### config.mk
export PLATFORM = sky130hd
export DESIGN_NAME = modbus_ascii_frame_receiver_core_flat
export DESIGN_NICKNAME = d
export VERILOG_FILES = /design/src/rtl/mbafr_pkg.sv /design/src/rtl/mbafr_char_if.sv /design/src/rtl/mbafr_result_if.sv /design/src/rtl/modbus_ascii_frame_receiver_core.sv /design/src/rtl/mbafr_ram.sv /design/src/rtl/mbafr_front.sv /design/src/rtl/mbafr_job_queue.sv /design/src/rtl/mbafr_back.sv /design/src/flat_wrapper.sv
export VERILOG_INCLUDE_DIRS = /design/src /design/src/rtl
export SDC_FILE = /design/constraint.sdc
export NUM_CORES = 1
export LEC_CHECK = 0
export CAP_MARGIN = 15
export CORE_UTILIZATION = 63
export DETAILED_ROUTE_END_ITERATION = 8
export DONT_BUFFER_PORTS = 1
export MAX_ROUTING_LAYER = met4
export PLACE_DENSITY = 0.79
export RECOVER_POWER = 100
export SYNTH_ARGS = -nofsm -noshare
export SYNTH_HDL_FRONTEND = slang
export SYNTH_SLANG_ARGS = --single-unit
### constraint.sdc
create_clock -name clk_i -period 7.7 [get_ports clk_i]
set_input_delay 1.925 -clock clk_i [delete_from_list [all_inputs] [get_ports clk_i]]
set_output_delay 1.925 -clock clk_i [all_outputs]
set_load 0.05 [all_outputs]
### src/rtl/modbus_ascii_frame_receiver_core_assert.svh
// Assertion macros shared by the frame receiver modules.
`ifndef MODBUS_ASCII_FRAME_RECEIVER_CORE_ASSERT_SVH
`define MODBUS_ASCII_FRAME_RECEIVER_CORE_ASSERT_SVH

`ifndef SYNTHESIS
`define MBAFR_ASSERT(lbl, prop) \
  lbl: assert property (@(posedge clk_i) disable iff (!rst_ni) prop) \
    else $error("frame receiver assertion failed");
`define MBAFR_ASSERT_NEVER(lbl, cond) \
  `MBAFR_ASSERT(lbl, !(cond))
`else
`define MBAFR_ASSERT(lbl, prop)
`define MBAFR_ASSERT_NEVER(lbl, cond)
`endif

`endif

### src/rtl/mbafr_pkg.sv
// Shared constants, types and state codes of the frame receiver.
package mbafr_pkg;

  localparam int unsigned MaxFrameBytes = 64;
  localparam int unsigned AddrW         = $clog2(MaxFrameBytes);
  localparam int unsigned RamDepth      = 2 ** (AddrW + 1);
  localparam int unsigned CharW         = $clog2(2 * MaxFrameBytes + 4);
  localparam int unsigned IdxW          = CharW - 1;
  localparam int unsigned QueueDepth    = 2;
  localparam int unsigned HdrBytes      = 6;
  localparam int unsigned HdrIdxW       = $clog2(HdrBytes);

  localparam logic [7:0] ChColon = 8'h3A;
  localparam logic [7:0] ChCr    = 8'h0D;
  localparam logic [7:0] ChLf    = 8'h0A;

  localparam logic [7:0] FnReadCoils  = 8'd1;
  localparam logic [7:0] FnReadRegs   = 8'd3;
  localparam logic [7:0] FnWriteCoil  = 8'd5;
  localparam logic [7:0] FnWriteCoils = 8'd15;

  localparam int unsigned FixedFrameChars   = 17;
  localparam int unsigned MinCoilFrameChars = 21;
  localparam int unsigned FirstDataByte     = 7;

  localparam logic [7:0] OwnAddrReset = 8'd1;

  localparam logic KindHeader = 1'b0;
  localparam logic KindData   = 1'b1;

  // One accepted frame, handed from the character side to the result side.
  typedef struct packed {
    logic             bank;
    logic [7:0]       fn;
    logic             bcast;
    logic [15:0]      start;
    logic [15:0]      count;
    logic [AddrW-1:0] ndata;
  } job_t;

  typedef enum logic [2:0] {
    BackIdle = 3'b001,
    BackRead = 3'b010,
    BackLoad = 3'b100
  } back_state_e;

endpackage

### src/rtl/mbafr_char_if.sv
// Character channel: one received character per beat.
interface mbafr_char_if;
  logic       valid;
  logic       ready;
  logic [7:0] rx_char;

  modport source (output valid, output rx_char, input ready);
  modport sink (input valid, input rx_char, output ready);
endinterface

### src/rtl/mbafr_result_if.sv
// Result channel: one frame header or coil data byte per beat.
interface mbafr_result_if;
  logic        valid;
  logic        ready;
  logic        item_kind;
  logic [7:0]  function_code;
  logic        is_broadcast;
  logic [15:0] start_address;
  logic [15:0] count_or_value;
  logic [7:0]  data_byte;
  logic        last_of_frame;

  modport source (
    output valid, output item_kind, output function_code, output is_broadcast,
    output start_address, output count_or_value, output data_byte,
    output last_of_frame, input ready
  );
  modport sink (
    input valid, input item_kind, input function_code, input is_broadcast,
    input start_address, input count_or_value, input data_byte,
    input last_of_frame, output ready
  );
endinterface

### src/rtl/modbus_ascii_frame_receiver_core.sv
// Top level of the Modbus ASCII frame receiver core.
//
// This core takes one received character per beat, finds Modbus ASCII frames
// that start with a colon, decodes the hex pairs into bytes, keeps a running
// LRC and checks the station address, the function code (1, 3, 5 or 15), the
// CR LF trailer and the LRC. Each accepted frame gives one header beat, and a
// function 15 frame is followed by one beat per coil data byte; the last beat
// of a frame has last_of_frame set. Rejected frames give no beats, and a colon
// always restarts frame parsing. The character side accepts one character
// every cycle unless stalled. Decoded bytes go into a frame store with two
// banks, so one frame's results can drain while the next frame is received;
// the character channel stalls only while two accepted frames still wait for
// their last result beats to be loaded. On the result side each coil data byte
// is read from the frame store, whose read data is registered, before its beat.
// A frame that would need more than the store size of 64 bytes is dropped.
// The station address register resets to 1 and should be written only while
// the core is idle. The frame store needs no clearing after reset.
module modbus_ascii_frame_receiver_core import mbafr_pkg::*; (
  input  logic           clk_i,
  input  logic           rst_ni,
  input  logic           cfg_we_i,
  input  logic [7:0]     cfg_wdata_i,
  mbafr_char_if.sink     rx_i,
  mbafr_result_if.source res_o
);

  job_t           push_job;
  job_t           head_job;
  logic           push;
  logic           pop;
  logic           q_valid;
  logic           q_full;
  logic           ram_we;
  logic [AddrW:0] ram_waddr;
  logic [7:0]     ram_wdata;
  logic           ram_re;
  logic [AddrW:0] ram_raddr;
  logic [7:0]     ram_rdata;

  // Character side: parsing and checking of incoming frames.
  mbafr_front u_front (
    .clk_i       (clk_i),
    .rst_ni      (rst_ni),
    .cfg_we_i    (cfg_we_i),
    .cfg_wdata_i (cfg_wdata_i),
    .rx_i        (rx_i),
    .q_full_i    (q_full),
    .push_o      (push),
    .job_o       (push_job),
    .ram_we_o    (ram_we),
    .ram_waddr_o (ram_waddr),
    .ram_wdata_o (ram_wdata)
  );

  // Accepted frames wait here; each entry owns one bank of the frame store
  // until its last result beat has been loaded.
  mbafr_job_queue u_queue (
    .clk_i   (clk_i),
    .rst_ni  (rst_ni),
    .push_i  (push),
    .job_i   (push_job),
    .pop_i   (pop),
    .job_o   (head_job),
    .valid_o (q_valid),
    .full_o  (q_full)
  );

  // Frame store: the bank bit is the top address bit.
  mbafr_ram #(
    .Width (8),
    .Depth (RamDepth)
  ) u_store (
    .clk_i   (clk_i),
    .we_i    (ram_we),
    .waddr_i (ram_waddr),
    .wdata_i (ram_wdata),
    .re_i    (ram_re),
    .raddr_i (ram_raddr),
    .rdata_o (ram_rdata)
  );

  // Result side: header and coil data beats from the head of the queue.
  mbafr_back u_back (
    .clk_i     (clk_i),
    .rst_ni    (rst_ni),
    .job_i     (head_job),
    .q_valid_i (q_valid),
    .pop_o     (pop),
    .re_o      (ram_re),
    .raddr_o   (ram_raddr),
    .rdata_i   (ram_rdata),
    .res_o     (res_o)
  );

endmodule

### src/rtl/mbafr_ram.sv
// Generic simple dual-port RAM with registered read data.
module mbafr_ram #(
  parameter int unsigned Width = 8,
  parameter int unsigned Depth = 2
) (
  input  logic                     clk_i,
  input  logic                     we_i,
  input  logic [$clog2(Depth)-1:0] waddr_i,
  input  logic [Width-1:0]         wdata_i,
  input  logic                     re_i,
  input  logic [$clog2(Depth)-1:0] raddr_i,
  output logic [Width-1:0]         rdata_o
);

  logic [Width-1:0] mem_q [Depth];
  logic [Width-1:0] rdata_q;

  always_ff @(posedge clk_i) begin
    if (we_i) begin
      mem_q[waddr_i] <= wdata_i;
    end
    if (re_i) begin
      rdata_q <= mem_q[raddr_i];
    end
  end

  assign rdata_o = rdata_q;

endmodule

### src/rtl/mbafr_front.sv
// Character side: frame sync, hex decode, LRC, frame checks and job hand-off.
module mbafr_front import mbafr_pkg::*; (
  input  logic              clk_i,
  input  logic              rst_ni,
  input  logic              cfg_we_i,
  input  logic [7:0]        cfg_wdata_i,
  mbafr_char_if.sink        rx_i,
  input  logic              q_full_i,
  output logic              push_o,
  output job_t              job_o,
  output logic              ram_we_o,
  output logic [AddrW:0]    ram_waddr_o,
  output logic [7:0]        ram_wdata_o
);

  function automatic logic [3:0] hex_nibble(input logic [7:0] ch);
    logic [3:0] nib;
    nib = 4'd0;
    if (ch >= 8'h30 && ch <= 8'h39) nib = ch[3:0];
    else if ((ch >= 8'h41 && ch <= 8'h46) || (ch >= 8'h61 && ch <= 8'h66)) begin
      nib = 4'(ch[3:0] + 4'd9);
    end
    return nib;
  endfunction

  logic [7:0]       own_addr_q;
  logic             in_frame_q, in_frame_d;
  logic [CharW-1:0] cc_q, cc_d;
  logic [3:0]       hi_q, hi_d;
  logic [7:0]       lrc_q, lrc_d;
  logic             seen_cr_q, seen_cr_d;
  logic             bank_q;
  logic [7:0]       hdr_q [HdrBytes];

  logic             accept;
  logic [7:0]       ch;
  logic [3:0]       nib;
  logic [CharW-1:0] cc_n;
  logic [IdxW-1:0]  idx;
  logic [IdxW-1:0]  ndata_full;
  logic [7:0]       byte_v;
  logic             crlf;
  logic [7:0]       fn;
  logic             fixed_fn;
  logic             fixed_frame;
  logic             store;
  logic             hdr_we;

  assign rx_i.ready = !q_full_i;
  assign accept     = rx_i.valid && rx_i.ready;
  assign ch         = rx_i.rx_char;
  assign nib        = hex_nibble(ch);
  assign cc_n       = cc_q + CharW'(1);
  // Byte index of the pair that ends with this character.
  assign idx        = cc_n[CharW-1:1] - IdxW'(1);
  assign byte_v     = {hi_q, nib};
  assign crlf       = seen_cr_q && (ch == ChLf);
  assign fn         = hdr_q[1];
  assign fixed_fn   = (fn == FnReadCoils) || (fn == FnReadRegs) || (fn == FnWriteCoil);
  assign ndata_full = idx - IdxW'(FirstDataByte + 1);

  always_comb begin
    in_frame_d  = in_frame_q;
    cc_d        = cc_q;
    hi_d        = hi_q;
    lrc_d       = lrc_q;
    seen_cr_d   = seen_cr_q;
    push_o      = 1'b0;
    store       = 1'b0;
    fixed_frame = 1'b0;
    if (accept) begin
      if (ch == ChColon) begin
        in_frame_d = 1'b1;
        cc_d       = CharW'(1);
        hi_d       = 4'd0;
        lrc_d      = 8'd0;
        seen_cr_d  = 1'b0;
      end else if (in_frame_q) begin
        cc_d = cc_n;
        if (!cc_n[0]) begin
          hi_d      = nib;
          seen_cr_d = (ch == ChCr);
        end else if (idx >= IdxW'(2) && fixed_fn && cc_n == CharW'(FixedFrameChars)) begin
          in_frame_d  = 1'b0;
          fixed_frame = 1'b1;
          // Of the fixed-length codes, broadcast is only allowed for the single coil write.
          push_o      = crlf && (lrc_q == 8'd0) && ((fn == FnWriteCoil) || (hdr_q[0] != 8'd0));
        end else if (idx >= IdxW'(2) && fn == FnWriteCoils &&
                     cc_n >= CharW'(MinCoilFrameChars) && crlf) begin
          in_frame_d = 1'b0;
          push_o     = (lrc_q == 8'd0);
        end else if (idx >= IdxW'(MaxFrameBytes)) begin
          in_frame_d = 1'b0;
        end else begin
          store = 1'b1;
          lrc_d = lrc_q + byte_v;
          if (idx == IdxW'(0)) begin
            if (byte_v != 8'd0 && byte_v != own_addr_q) in_frame_d = 1'b0;
          end else if (idx == IdxW'(1)) begin
            if (byte_v != FnReadCoils && byte_v != FnReadRegs &&
                byte_v != FnWriteCoil && byte_v != FnWriteCoils) begin
              in_frame_d = 1'b0;
            end
          end else if (idx == IdxW'(5) && fn == FnWriteCoil && byte_v != 8'd0) begin
            in_frame_d = 1'b0;
          end
        end
      end
    end
  end

  assign hdr_we = store && (idx < IdxW'(HdrBytes));

  always_ff @(posedge clk_i or negedge rst_ni) begin
    if (!rst_ni) begin
      own_addr_q <= OwnAddrReset;
      in_frame_q <= 1'b0;
      cc_q       <= '0;
      hi_q       <= 4'd0;
      lrc_q      <= 8'd0;
      seen_cr_q  <= 1'b0;
      bank_q     <= 1'b0;
    end else begin
      if (cfg_we_i) own_addr_q <= cfg_wdata_i;
      in_frame_q <= in_frame_d;
      cc_q       <= cc_d;
      hi_q       <= hi_d;
      lrc_q      <= lrc_d;
      seen_cr_q  <= seen_cr_d;
      if (push_o) bank_q <= !bank_q;
    end
  end

  always_ff @(posedge clk_i) begin
    if (hdr_we) begin
      hdr_q[idx[HdrIdxW-1:0]] <= byte_v;
    end
  end

  assign ram_we_o    = store;
  assign ram_waddr_o = {bank_q, idx[AddrW-1:0]};
  assign ram_wdata_o = byte_v;

  assign job_o.bank  = bank_q;
  assign job_o.fn    = fn;
  assign job_o.bcast = (hdr_q[0] == 8'd0);
  assign job_o.start = {hdr_q[2], hdr_q[3]};
  assign job_o.count = {hdr_q[4], hdr_q[5]};
  assign job_o.ndata = fixed_frame ? '0 : ndata_full[AddrW-1:0];

endmodule

### src/rtl/mbafr_job_queue.sv
// Small queue of accepted frames between the character and result sides.
`include "modbus_ascii_frame_receiver_core_assert.svh"
module mbafr_job_queue import mbafr_pkg::*; (
  input  logic clk_i,
  input  logic rst_ni,
  input  logic push_i,
  input  job_t job_i,
  input  logic pop_i,
  output job_t job_o,
  output logic valid_o,
  output logic full_o
);

  localparam int unsigned PtrW = $clog2(QueueDepth);
  localparam int unsigned CntW = $clog2(QueueDepth + 1);

  job_t            entry_q [QueueDepth];
  logic [PtrW-1:0] wr_ptr_q, rd_ptr_q;
  logic [CntW-1:0] cnt_q;

  function automatic logic [PtrW-1:0] ptr_inc(input logic [PtrW-1:0] p);
    return (p == PtrW'(QueueDepth - 1)) ? '0 : PtrW'(p + PtrW'(1));
  endfunction

  always_ff @(posedge clk_i or negedge rst_ni) begin
    if (!rst_ni) begin
      wr_ptr_q <= '0;
      rd_ptr_q <= '0;
      cnt_q    <= '0;
    end else begin
      if (push_i) wr_ptr_q <= ptr_inc(wr_ptr_q);
      if (pop_i) rd_ptr_q <= ptr_inc(rd_ptr_q);
      if (push_i && !pop_i) cnt_q <= cnt_q + CntW'(1);
      else if (pop_i && !push_i) cnt_q <= cnt_q - CntW'(1);
    end
  end

  always_ff @(posedge clk_i) begin
    if (push_i) begin
      entry_q[wr_ptr_q] <= job_i;
    end
  end

  assign job_o   = entry_q[rd_ptr_q];
  assign valid_o = (cnt_q != '0);
  assign full_o  = (cnt_q == CntW'(QueueDepth));

  `MBAFR_ASSERT_NEVER(push_when_full, push_i && full_o)
  `MBAFR_ASSERT_NEVER(pop_when_empty, pop_i && !valid_o)

endmodule

### src/rtl/mbafr_back.sv
// Result side: emits the header and the coil data bytes of each queued frame.
`include "modbus_ascii_frame_receiver_core_assert.svh"
module mbafr_back import mbafr_pkg::*; (
  input  logic           clk_i,
  input  logic           rst_ni,
  input  job_t           job_i,
  input  logic           q_valid_i,
  output logic           pop_o,
  output logic           re_o,
  output logic [AddrW:0] raddr_o,
  input  logic [7:0]     rdata_i,
  mbafr_result_if.source res_o
);

  back_state_e      state_q, state_d;
  logic [AddrW-1:0] rd_idx_q, rd_idx_d;
  logic [AddrW-1:0] left_q, left_d;

  logic             out_valid_q;
  logic             out_kind_q;
  logic [7:0]       out_fn_q;
  logic             out_bcast_q;
  logic [15:0]      out_start_q;
  logic [15:0]      out_count_q;
  logic [7:0]       out_data_q;
  logic             out_last_q;

  logic out_free;
  logic load_hdr;
  logic load_dat;

  assign out_free = !out_valid_q || res_o.ready;

  always_comb begin
    state_d  = state_q;
    rd_idx_d = rd_idx_q;
    left_d   = left_q;
    pop_o    = 1'b0;
    re_o     = 1'b0;
    load_hdr = 1'b0;
    load_dat = 1'b0;
    case (state_q)
      BackIdle: begin
        if (q_valid_i && out_free) begin
          load_hdr = 1'b1;
          if (job_i.ndata == '0) begin
            pop_o = 1'b1;
          end else begin
            rd_idx_d = AddrW'(FirstDataByte);
            left_d   = job_i.ndata;
            state_d  = BackRead;
          end
        end
      end
      BackRead: begin
        re_o    = 1'b1;
        state_d = BackLoad;
      end
      BackLoad: begin
        if (out_free) begin
          load_dat = 1'b1;
          if (left_q == AddrW'(1)) begin
            pop_o   = 1'b1;
            state_d = BackIdle;
          end else begin
            rd_idx_d = rd_idx_q + AddrW'(1);
            left_d   = left_q - AddrW'(1);
            state_d  = BackRead;
          end
        end
      end
      default: begin
        state_d = BackIdle;
      end
    endcase
  end

  assign raddr_o = {job_i.bank, rd_idx_q};

  always_ff @(posedge clk_i or negedge rst_ni) begin
    if (!rst_ni) begin
      state_q     <= BackIdle;
      out_valid_q <= 1'b0;
    end else begin
      state_q <= state_d;
      if (load_hdr || load_dat) out_valid_q <= 1'b1;
      else if (res_o.ready) out_valid_q <= 1'b0;
    end
  end

  always_ff @(posedge clk_i) begin
    rd_idx_q <= rd_idx_d;
    left_q   <= left_d;
    if (load_hdr || load_dat) begin
      out_kind_q  <= load_dat ? KindData : KindHeader;
      out_fn_q    <= job_i.fn;
      out_bcast_q <= job_i.bcast;
      out_start_q <= job_i.start;
      out_count_q <= job_i.count;
      out_data_q  <= load_dat ? rdata_i : 8'd0;
      out_last_q  <= load_dat ? (left_q == AddrW'(1)) : (job_i.ndata == '0);
    end
  end

  assign res_o.valid          = out_valid_q;
  assign res_o.item_kind      = out_kind_q;
  assign res_o.function_code  = out_fn_q;
  assign res_o.is_broadcast   = out_bcast_q;
  assign res_o.start_address  = out_start_q;
  assign res_o.count_or_value = out_count_q;
  assign res_o.data_byte      = out_data_q;
  assign res_o.last_of_frame  = out_last_q;

  `MBAFR_ASSERT(busy_has_job, (state_q != BackIdle) |-> q_valid_i)
  `MBAFR_ASSERT(data_only_fn15, (out_valid_q && out_kind_q == KindData) |-> (out_fn_q == FnWriteCoils))
  `MBAFR_ASSERT(lone_hdr_not_fn15, (out_valid_q && out_kind_q == KindHeader && out_last_q) |-> (out_fn_q != FnWriteCoils))

endmodule

### src/flat_wrapper.sv
// flat-port wrapper written by rule: the top's interface ports become plain ports
module modbus_ascii_frame_receiver_core_flat import mbafr_pkg::*;
  (clk_i, rst_ni, cfg_we_i, cfg_wdata_i, rx_i_valid, rx_i_rx_char, rx_i_ready, res_o_valid, res_o_item_kind, res_o_function_code, res_o_is_broadcast, res_o_start_address, res_o_count_or_value, res_o_data_byte, res_o_last_of_frame, res_o_ready);
  mbafr_char_if rx_i_i ();
  mbafr_result_if res_o_i ();
  input  logic clk_i;
  input  logic rst_ni;
  input  logic cfg_we_i;
  input  logic [7:0] cfg_wdata_i;
  input wire logic [$bits(rx_i_i.valid)-1:0] rx_i_valid;
  input wire logic [$bits(rx_i_i.rx_char)-1:0] rx_i_rx_char;
  output wire logic [$bits(rx_i_i.ready)-1:0] rx_i_ready;
  output wire logic [$bits(res_o_i.valid)-1:0] res_o_valid;
  output wire logic [$bits(res_o_i.item_kind)-1:0] res_o_item_kind;
  output wire logic [$bits(res_o_i.function_code)-1:0] res_o_function_code;
  output wire logic [$bits(res_o_i.is_broadcast)-1:0] res_o_is_broadcast;
  output wire logic [$bits(res_o_i.start_address)-1:0] res_o_start_address;
  output wire logic [$bits(res_o_i.count_or_value)-1:0] res_o_count_or_value;
  output wire logic [$bits(res_o_i.data_byte)-1:0] res_o_data_byte;
  output wire logic [$bits(res_o_i.last_of_frame)-1:0] res_o_last_of_frame;
  input wire logic [$bits(res_o_i.ready)-1:0] res_o_ready;
  assign rx_i_i.valid = rx_i_valid;
  assign rx_i_i.rx_char = rx_i_rx_char;
  assign rx_i_ready = rx_i_i.ready;
  assign res_o_valid = res_o_i.valid;
  assign res_o_item_kind = res_o_i.item_kind;
  assign res_o_function_code = res_o_i.function_code;
  assign res_o_is_broadcast = res_o_i.is_broadcast;
  assign res_o_start_address = res_o_i.start_address;
  assign res_o_count_or_value = res_o_i.count_or_value;
  assign res_o_data_byte = res_o_i.data_byte;
  assign res_o_last_of_frame = res_o_i.last_of_frame;
  assign res_o_i.ready = res_o_ready;
  modbus_ascii_frame_receiver_core u_core (.clk_i(clk_i), .rst_ni(rst_ni), .cfg_we_i(cfg_we_i), .cfg_wdata_i(cfg_wdata_i), .rx_i(rx_i_i), .res_o(res_o_i));
endmodule
==> results.cfg, run 1 <==
[run_status]
run_status = finished, violations left
failed_checks = capacitance limit, slew limit

[global_route]
antenna_found_initial = 5
grt_first_pass_wirelength_um = 179400
overflow = 0
grt_max_degree = 130
grt_pass1_vias = 24596
grt.total_usage = 0.3228

[yosys]
yosysMostFrequentCell = edfxtp_1
syn-num-nets = 2363
synth_commonest_cells = edfxtp_1 (1,239), mux4_2 (336), nor2_1 (174)
async_reset_ff_frac = 0.03052
synth.yosys.seq_area_share = 0.7601
synth_xor_area_frac = 0.008394
synth_cell_type_count = 73
yosys.area_share.adder = 0.007124
ys.flop_type = edfxtp_1
synth_top_family_by_area = multiplexers
synth_cells = 2314
synth-compound-area-share = 0.01577
syn_area_mm2 = 0.05023
synth_edf_count = 1239
ys_warn_count = 0
synthTopCellsByArea = edfxtp_1 (74%), mux4_2 (15%), dfrtp_1 (1.8%)
synth.avg_cell_area_um2 = 21.71
yosys-mux-area-fraction = 0.1652
ys_ff_latch = 1278
yosysTopAreaCell = edfxtp_1
synth-simple-area-share = 0.02996
synth_top_cell_area_share = 0.7407

[place]
dp_hpwl_um = 67300
numPortBuffers = 0
place.gp.congestion = 0.8900
dp_slack_ps = 1020

[power]
power.density_mw_per_mm2 = 289.5
ir_worst_vdd_mv = 0.3175
switching_share = 0.2588
seqPwrFrac = 0.506
power.internal_uw = 11860
finalPower_uw = 16000
leakage_uw = 0.01782
clkPwrFrac = 0.385
comb_power_share = 0.110
switchingPower_uw = 4142

[detailed_routing]
drt_wl_total_um = 124100
wire_per_inst_um = 35.41
drt-pass1-iter-count = 6
detail_route.drc_violations = 0
vias = 24991
ant_nets = 0
routed_via_density = 7.130
drt_iter0_drc = 3397

[setup_path]
cp_slowest_cell = and3_1
arrival_ps = 7370
worst-setup-path-type = reg -> reg
reg2reg_slack_ps = 640
cp_max_fo = 14
cp.required_ps = 8010
cp-start-kind = register
crit_top_cell = ha_1
critPathMaxStageDelay_ps = 830
critPathCaptureType = register
reg2regPathDepth = 15
crit_chain = inv_1 > ha_1 > clkinv_1 > ha_1 > or2_2 > a32oi_1 > xnor2_1 > inv_1 > ha_1 > o21ai_0 > o311a_1 > and3_1 > o2111ai_4 > clkbuf_1 > nor2_1

[clock_tree]
cts_tree = yes
cts_resized = 0
cts.clk_slew.worst_paths_ps = 70
cts_buffers = 114
clock-sinks = 1278
post-cts-setup-buffer-count = 0
clockRootBuffer = clkbuf_16
clk_latency_ps = 690
cts-htree-levels = 3
hold_buffers = 0
ctsLongestPathBuffers = 3

[sta]
finalSetupViolCount = 0
finClkSkew_ps = 33.87
tns_ps = 0
fin_crit_sh = 0.9167
worst_slack_ps = 641.3
relSlewSlack = -2.211
hold_violations = 0
slew_viol_final = 1213
rsz0062_at_grt = no
worst_slew_pin_slew_ps = 4816
fmax_mhz = 141.7
min_period_ps = 7059

[job]
drv_cap = 20

[final_layout]
areaGrowthSynthToFinish_pct = 10.07
drive_gt1_frac = 0.2516
final_nets = 2405
fillerInstances = 4216

[floorplan]
die_x_um = 284.4
die_h_um = 284.4
row_count = 103
initial_core_util = 0.6359
die_area_mm2 = 0.08087
io_pins = 74
core_area_mm2 = 0.07900

[worst_hold_path]
hold_depth = 0
hp-class = reg -> reg
-- worst paths after layout --
check	start	endpoint
max	u_core.u_front.cc_q[0]$_DFFE_PN0P_	u_core.u_store.mem_q[1][5]$_DFFE_PP_
min	u_core.u_front.hdr_q[5][5]$_DFFE_PP_	u_core.u_queue.entry_q[1][11]$_DFFE_PP_
max reg2reg	u_core.u_front.cc_q[0]$_DFFE_PN0P_	u_core.u_store.mem_q[1][5]$_DFFE_PP_
min reg2reg	u_core.u_front.hdr_q[5][5]$_DFFE_PP_	u_core.u_queue.entry_q[1][11]$_DFFE_PP_
max in group asynchronous	rst_ni	u_core.u_front.own_addr_q[0]$_DFFE_PN1P_
min in group asynchronous	rst_ni	u_core.u_front.cc_q[4]$_DFFE_PN0P_
-- power groups by stage --
stage | logic (uW) | clock network (uW) | registers [uW]
6_report | 1750 | 6160 | 8090
3_3_place_gp | 1670 | 0 | 8200
2_1_floorplan | 1150 | 0 | 8170
3_5_place_dp | 1700 | 0 | 8210
5_1_grt | 1820 | 6420 | 8100
4_1_cts | 1740 | 6180 | 8060
-- stage by stage --
step / cell area [um2] / instances / utilization / hold slack (ps)
after global placement: 51350 / 3287 / 0.6500 / 424.8
after global routing: 55290 / 3505 / 0.6999 / 455.8
after CTS: 55400 / 3499 / 0.7012 / 451.8
after floorplan: 50230 / 2314 / - / 421.5
final: 55290 / 3505 / 0.6999 / 448.9
after detailed placement: 51350 / 3287 / 0.6500 / 431.3
-- cell type report --
type / count / area, um2 / share of cell area
multi-input combinational: 899 / 11390 / 0.2059
antenna: 3 / 7.507 / 0.0001358
clock buffer: 125 / 2968 / 0.05368
inverter: 23 / 90.09 / 0.001629
clock inverter: 87 / 1084 / 0.01960
tap: 1050 / 1314 / 0.02376
sequential: 1278 / 38190 / 0.6906
timing repair buffer: 40 / 256.5 / 0.004639
-- worst max-delay path, delay by kind of cell, from the launching register on --
kind                       cells  cell delay, ps
and+or+nand+nor                3            1940
adders and majority gates      3            1420
buffers and inverters          4            1450
AOI/OAI and AO/OA              4            1010
DFF                            1             560
xor gates and xnor gates       1             290
-- cell usage in the layout, fill, tap and decap left out, types with 10 or more instances in the layout --
master	Yosys	layout
nand2_1	54	54
inv_1	22	19
dfrtp_1	37	36
clkinv_4	0	13
a21oi_1	17	17
clkbuf_16	0	117
ha_1	27	27
mux2_1	0	19
clkinvlp_4	0	12
nor4_1	10	10
buf_4	4	13
nor2_1	174	174
edfxtp_1	1239	1239
nand3_1	19	19
xor2_1	22	22
mux4_2	336	336
o21ai_0	27	28
bufinv_16	0	22
clkbuf_1	54	23
mux2_2	58	39
clkinv_2	0	20
and3_1	15	15
clkinv_1	1	16
xnor2_1	16	16
-- sequential cells by signal, summed over array words and instances, names as in the netlist, 2 cells and up --
| name | cells |
|---|---|
| u_core.u_queue.entry_q | 96 |
| u_core.u_front.hi_q | 4 |
| u_core.u_queue.cnt_q | 2 |
| u_core.u_store.mem_q | 1024 |
| u_core.u_back.res_o.count_or_value | 16 |
| u_core.u_back.left_q | 6 |
| u_core.u_front.lrc_q | 8 |
| u_core.u_back.rd_idx_q | 6 |
| u_core.u_back.res_o.data_byte | 8 |
| u_core.u_back.res_o.function_code | 8 |
| u_core.u_back.state_q | 3 |
| u_core.u_front.cc_q | 8 |
| u_core.u_back.res_o.start_address | 16 |
| u_core.u_front.own_addr_q | 8 |
| u_core.u_store.rdata_o | 8 |
| u_core.u_front.hdr_q | 48 |
-- cell families after synthesis --
group,Yosys count
AND/OR/NAND/NOR,330
XOR/XNOR,42
buffers and inverters,137
adder cells (fa/ha/maj),28
AO/OA/AOI/OAI,97
flip-flops,1278
multiplexers,402
-- per-layer routing --
layer | wire length [um] | vias up | track usage
met5 | 0 | - | -
met4 | 5024 | 0 | 0.1185
met3 | 13660 | 305 | 0.05963
met2 | 61340 | 2112 | 0.5026
met1 | 44100 | 12910 | 0.4340
li1 | - | 9664 | -
(Power assumes the default switching activity.)
==> inputs of run 2 (changes only) <==
Settings changed: PLACE_DENSITY 0.79 to 0.77.
==> run 2 against run 1 <==
Compared with the run above: sequential cell count stayed put; the run still ends with capacitance limit, slew limit left; combinational power is 6% lower; critical path type is now in -> reg; global-route usage shrank 1.2 points; final cell count is 0.20% higher; critical endpoint is now u_core.u_store.mem_q[27][3]$_DFFE_PP_.
==> results.cfg, run 2 (same netlist as run 1, synthesis figures left out) <==
[place]
dp_slack_ps = 1100
dp_hpwl_um = 66740
place.gp.congestion = 0.9027
placed_cell_area_mm2 = 0.05133
numPortBuffers = 0

[detailed_routing]
drt_wl_total_um = 120000
drt-pass1-iter-count = 6
drt_iter0_drc = 3374
detail_route.drc_violations = 0
routed_via_density = 7.023
vias = 24665
wire_per_inst_um = 34.18
ant_nets = 0

[floorplan]
row_count = 103
core_area_mm2 = 0.07900
io_pins = 74
initial_core_util = 0.6359
die_h_um = 284.4
die_x_um = 284.4
die_area_mm2 = 0.08087

[power]
power.density_mw_per_mm2 = 286.6
finalPower_uw = 15830
leakage_uw = 0.01783
ir_worst_vdd_mv = 0.3089

[final_layout]
largest_reg_flops = 1024
largest_register = u_core.u_store.mem_q
fin_area_mm2 = 0.05525
fillerInstances = 4387
final_nets = 2406
seqCellArea_mm2 = 0.03819
mostFrequentLayoutCell = edfxtp_1
drive_gt1_frac = 0.2547
layout_common_cells = edfxtp_1 (1,239), mux4_2 (336), nor2_1 (174), clkbuf_16 (120), nand2_1 (54)
multi_input_area_mm2 = 0.01133
areaGrowthSynthToFinish_pct = 9.990

[clock_tree]
clk_latency_ps = 700
cts_buffers = 116
cts_resized = 0
hold_buffers = 0
cts.clk_slew.worst_paths_ps = 60
cts-htree-levels = 3
post-cts-setup-buffer-count = 0
clockRootBuffer = clkbuf_16
ctsLongestPathBuffers = 3
cts_tree = yes
clock-sinks = 1278

[global_route]
grt.total_usage = 0.3109
grt_max_degree = 171
grt_pass1_vias = 24320
grt_first_pass_wirelength_um = 173900
overflow = 0
antenna_found_initial = 5

[sta]
fin_crit_sh = 0.9216
worst_slack_ps = 603.8
finClkSkew_ps = 35.50
fmax_mhz = 140.9
tns_ps = 0
worst_slew_pin_slew_ps = 4698
hold_violations = 0
relSlewSlack = -2.132
min_period_ps = 7096
finalSetupViolCount = 0
rsz0062_at_grt = no
slew_viol_final = 1214

[run_status]
failed_checks = capacitance limit, slew limit
run_status = finished, violations left

[worst_hold_path]
hp-class = reg -> reg

[setup_path]
worst-setup-path-type = in -> reg
arrival_ps = 6970
cp_max_fo = 73
critPathCaptureType = register
cp.required_ps = 7570
cp-start-kind = input port

[job]
drv_cap = 22
run 2: cell count changes in the layout (fill, tap and decap cells not counted), moves of 3 or more:
| cell | before | now |
|---|---|---|
| inv_4 | 0 | 3 |
| o2111ai_1 | 0 | 4 |
| mux2_2 | 39 | 47 |
| clkbuf_16 | 117 | 120 |
| clkbuf_1 | 23 | 28 |
| buf_4 | 13 | 7 |
| o2111ai_4 | 7 | 3 |
| inv_6 | 3 | 7 |
| clkinvlp_4 | 12 | 15 |
| clkinv_1 | 16 | 13 |
| bufinv_16 | 22 | 18 |
| mux2_1 | 19 | 11 |
| clkinvlp_2 | 3 | 0 |
run 2: final cells by class:
type | instances | area share
diodes | 4 | 0.0001812
clock inverters | 88 | 0.01850
clock buffers | 131 | 0.05528
repair buffers | 39 | 0.004416
well taps | 1050 | 0.02378
inverters | 23 | 0.001698
flip-flops and latches | 1278 | 0.6911
multi-input cells | 899 | 0.2050
run 2: metal layers:
layer | wire length (um) | share of wire | track usage
met1 | 44120 | 0.37 | 0.4322
met5 | 0 | 0 | -
met2 | 58650 | 0.49 | 0.4762
met3 | 13360 | 0.11 | 0.05762
met4 | 3892 | 0.032 | 0.09973
run 2: per-stage QoR:
stage | hold slack [ps] | std cells | utilization
2_1_floorplan | 421.5 | 2314 | -
3_3_place_gp | 429.4 | 3285 | 0.6498
3_5_place_dp | 433.5 | 3285 | 0.6498
4_1_cts | 444.8 | 3504 | 0.7014
5_1_grt | 448.9 | 3512 | 0.6994
6_report | 444.7 | 3512 | 0.6994
run 2: path summary, 6_finish.rpt:
path	to	from	slack, ps	depth (start not counted)
setup / recovery	u_core.u_store.mem_q[27][3]$_DFFE_PP_	rx_i_rx_char[3]	600	5
hold / removal	u_core.u_queue.entry_q[0][25]$_DFFE_PP_	u_core.u_front.hdr_q[3][3]$_DFFE_PP_	440	0
setup reg to reg	u_core.u_store.mem_q[29][5]$_DFFE_PP_	u_core.u_front.cc_q[0]$_DFFE_PN0P_	660	15
hold reg to reg	u_core.u_queue.entry_q[0][25]$_DFFE_PP_	u_core.u_front.hdr_q[3][3]$_DFFE_PP_	440	0
max in group asynchronous	u_core.u_back.state_q[0]$_DFFE_PN1P_	rst_ni	6570	0
min in group asynchronous	u_core.u_front.seen_cr_q$_DFFE_PN0P_	rst_ni	940	0
run 2: power breakdown:
part           switching (uW)  internal [uW]
clock network            2620           3490
registers                 158           7920
logic                    1260            388
run 2: worst max-delay path: stages:
cell	delay (ps)
or4b_2	740
nor3_1	380
nor2_1	200
inv_4	650
clkbuf_1	2920
==> inputs of run 3 (changes only) <==
Settings changed: CORE_ASPECT_RATIO from default to 1.4.
==> run 3 against run 2 <==
Compared with the run above: the flow still finishes with violations (capacitance limit, slew limit); combinational power rose by 4%; final area decreased by 1.4%; clock-buffer cell count decreased by 6; final cell count is 0.80% lower; critical path type unchanged; largest cell class unchanged; largest power group unchanged.
==> results.cfg, run 3 (same netlist as run 1, synthesis figures left out) <==
[run_status]
run_status = finished, violations left
failed_checks = capacitance limit, slew limit

[final_layout]
layout_common_cells = edfxtp_1 (1,239), mux4_2 (336), nor2_1 (174), clkbuf_16 (105), nand2_1 (54)
seqCellArea_mm2 = 0.03820
multi_input_area_mm2 = 0.01132
largest_reg_flops = 1024
areaGrowthSynthToFinish_pct = 8.494
largest_register = u_core.u_store.mem_q
drive_gt1_frac = 0.2395
n_antenna_cell = 0
utilization = 0.6906
final_nets = 2389
fillerInstances = 4480
mostFrequentLayoutCell = edfxtp_1

[floorplan]
die_x_um = 240.7
die_area_mm2 = 0.08088
die_h_um = 336.1
row_count = 122
io_pins = 74
initial_core_util = 0.6365
core_area_mm2 = 0.07892

[detailed_routing]
drt-pass1-iter-count = 6
ant_nets = 0
drt_wl_total_um = 116500
routed_via_density = 6.900
wire_per_inst_um = 33.44
vias = 24041
drt_iter0_drc = 2768
detail_route.drc_violations = 0

[clock_tree]
cts_tree = yes
cts-htree-levels = 3
clk_latency_ps = 710
ctsLongestPathBuffers = 3
cts.clk_slew.worst_paths_ps = 70
cts_buffers = 104
clockRootBuffer = clkbuf_16
clock-sinks = 1278
cts_resized = 0
post-cts-setup-buffer-count = 0
hold_buffers = 0

[setup_path]
worst-setup-path-type = in -> reg
cp_slowest_cell = clkbuf_2
cp_max_fo = 64
crit_chain = or4b_2 > nor3_1 > nor2_1 > clkinvlp_2 > clkbuf_1 > clkbuf_2
critPathMaxStageDelay_ps = 1420
cp_num_buf_inv = 3
arrival_ps = 7380
critPathCaptureType = register
reg2regPathDepth = 15
reg2reg_slack_ps = 830
rr_startpoint = u_core.u_front.cc_q[0]$_DFFE_PN0P_
cp.required_ps = 7930
cp_top_family = buffers and inverters
r2r_end = u_core.u_store.mem_q[112][6]$_DFFE_PP_
cp-start-kind = input port

[sta]
tns_ps = 0
fin_crit_sh = 0.9294
fmax_mhz = 139.7
finalSetupViolCount = 0
worst_slew_pin_slew_ps = 4625
hold_violations = 0
relSlewSlack = -2.084
slew_viol_final = 1337
min_period_ps = 7156
finClkSkew_ps = 40.41
rsz0062_at_grt = no

[global_route]
antenna_found_initial = 0
overflow = 0
grt.total_usage = 0.3065
grt_pass1_vias = 24201
grt_first_pass_wirelength_um = 168100
grt_max_degree = 186

[worst_hold_path]
hold_depth = 0
min_to = u_core.u_queue.entry_q[1][7]$_DFFE_PP_
hp-class = reg -> reg
worstHoldStart = u_core.u_front.hdr_q[5][1]$_DFFE_PP_

[job]
drv_cap = 25

[power]
power.density_mw_per_mm2 = 276.4
comb_power_share = 0.113
leakage_uw = 0.01745
switchingPower_uw = 3911
clkPwrFrac = 0.352
switching_share = 0.2596
finalPower_uw = 15060
seqPwrFrac = 0.535
power.internal_uw = 11150
ir_worst_vdd_mv = 0.1978

[place]
place.gp.congestion = 0.9119
dp_hpwl_um = 68010
numPortBuffers = 0
==> run 3: how the worst max path moves through the flow <==
stage	start	end	slack [ps]	cells past startpoint
finish	rx_i_rx_char[3]	u_core.u_store.mem_q[6][3]$_DFFE_PP_	540	6
global route	rx_i_rx_char[3]	u_core.u_store.mem_q[31][3]$_DFFE_PP_	420	6
CTS	u_core.u_front.cc_q[0]$_DFFE_PN0P_	u_core.u_store.mem_q[112][3]$_DFFE_PP_	1110	15
global placement	u_core.u_front.cc_q[0]$_DFFE_PN0P_	u_core.u_store.mem_q[56][0]$_DFFE_PP_	1410	15
floorplan	rx_i_rx_char[3]	u_core.u_front.lrc_q[7]$_DFFE_PN0P_	1250	12
detailed placement	u_core.u_front.cc_q[0]$_DFFE_PN0P_	u_core.u_store.mem_q[56][5]$_DFFE_PP_	1110	15
==> run 3: final cells by class <==
type	instances	share of cell area
multi-input combinational	899	0.2078
clock buffer	125	0.04959
sequential	1278	0.7009
timing repair buffer	34	0.003513
inverter	23	0.001676
tap	1054	0.02420
clock inverter	71	0.01237
==> run 3: power by group through the flow <==
stage	registers [uW]	clock network, uW	logic (uW)
global route	8070	5580	1790
global placement	8170	0	1700
detailed placement	8180	0	1730
floorplan	8170	0	1150
CTS	8030	5340	1750
finish	8060	5310	1700
==> run 3: metal layers <==
layer,global-route usage,share of wire,up-vias
met5,-,0,-
li1,-,-,9616
met2,0.5100,0.53,1586
met1,0.3674,0.34,12556
met4,0.1407,0.051,0
met3,0.05287,0.081,283
==> run 3: per-stage QoR <==
stage	hold WS, ps	instance area, um2	setup slack [ps]	std cells
after floorplan	421.5	50230	1251	2314
after global placement	423.3	51320	1405	3288
after detailed placement	434.8	51320	1114	3288
after CTS	443.8	54700	1114	3484
after global routing	457.6	54500	421.8	3484
final	439.3	54500	544.0	3484
==> run 3: worst register-to-register path, cell delays in order, from the launching register on <==
cell,delay (ps)
dfrtp_1,550
inv_1,110
ha_1,560
clkinv_1,410
ha_1,400
or2_2,310
a32oi_1,230
xnor2_1,260
inv_1,160
ha_1,300
o21ai_0,110
o311a_1,180
and3_1,690
o2111ai_2,1030
clkbuf_1,510
nor2_1,670
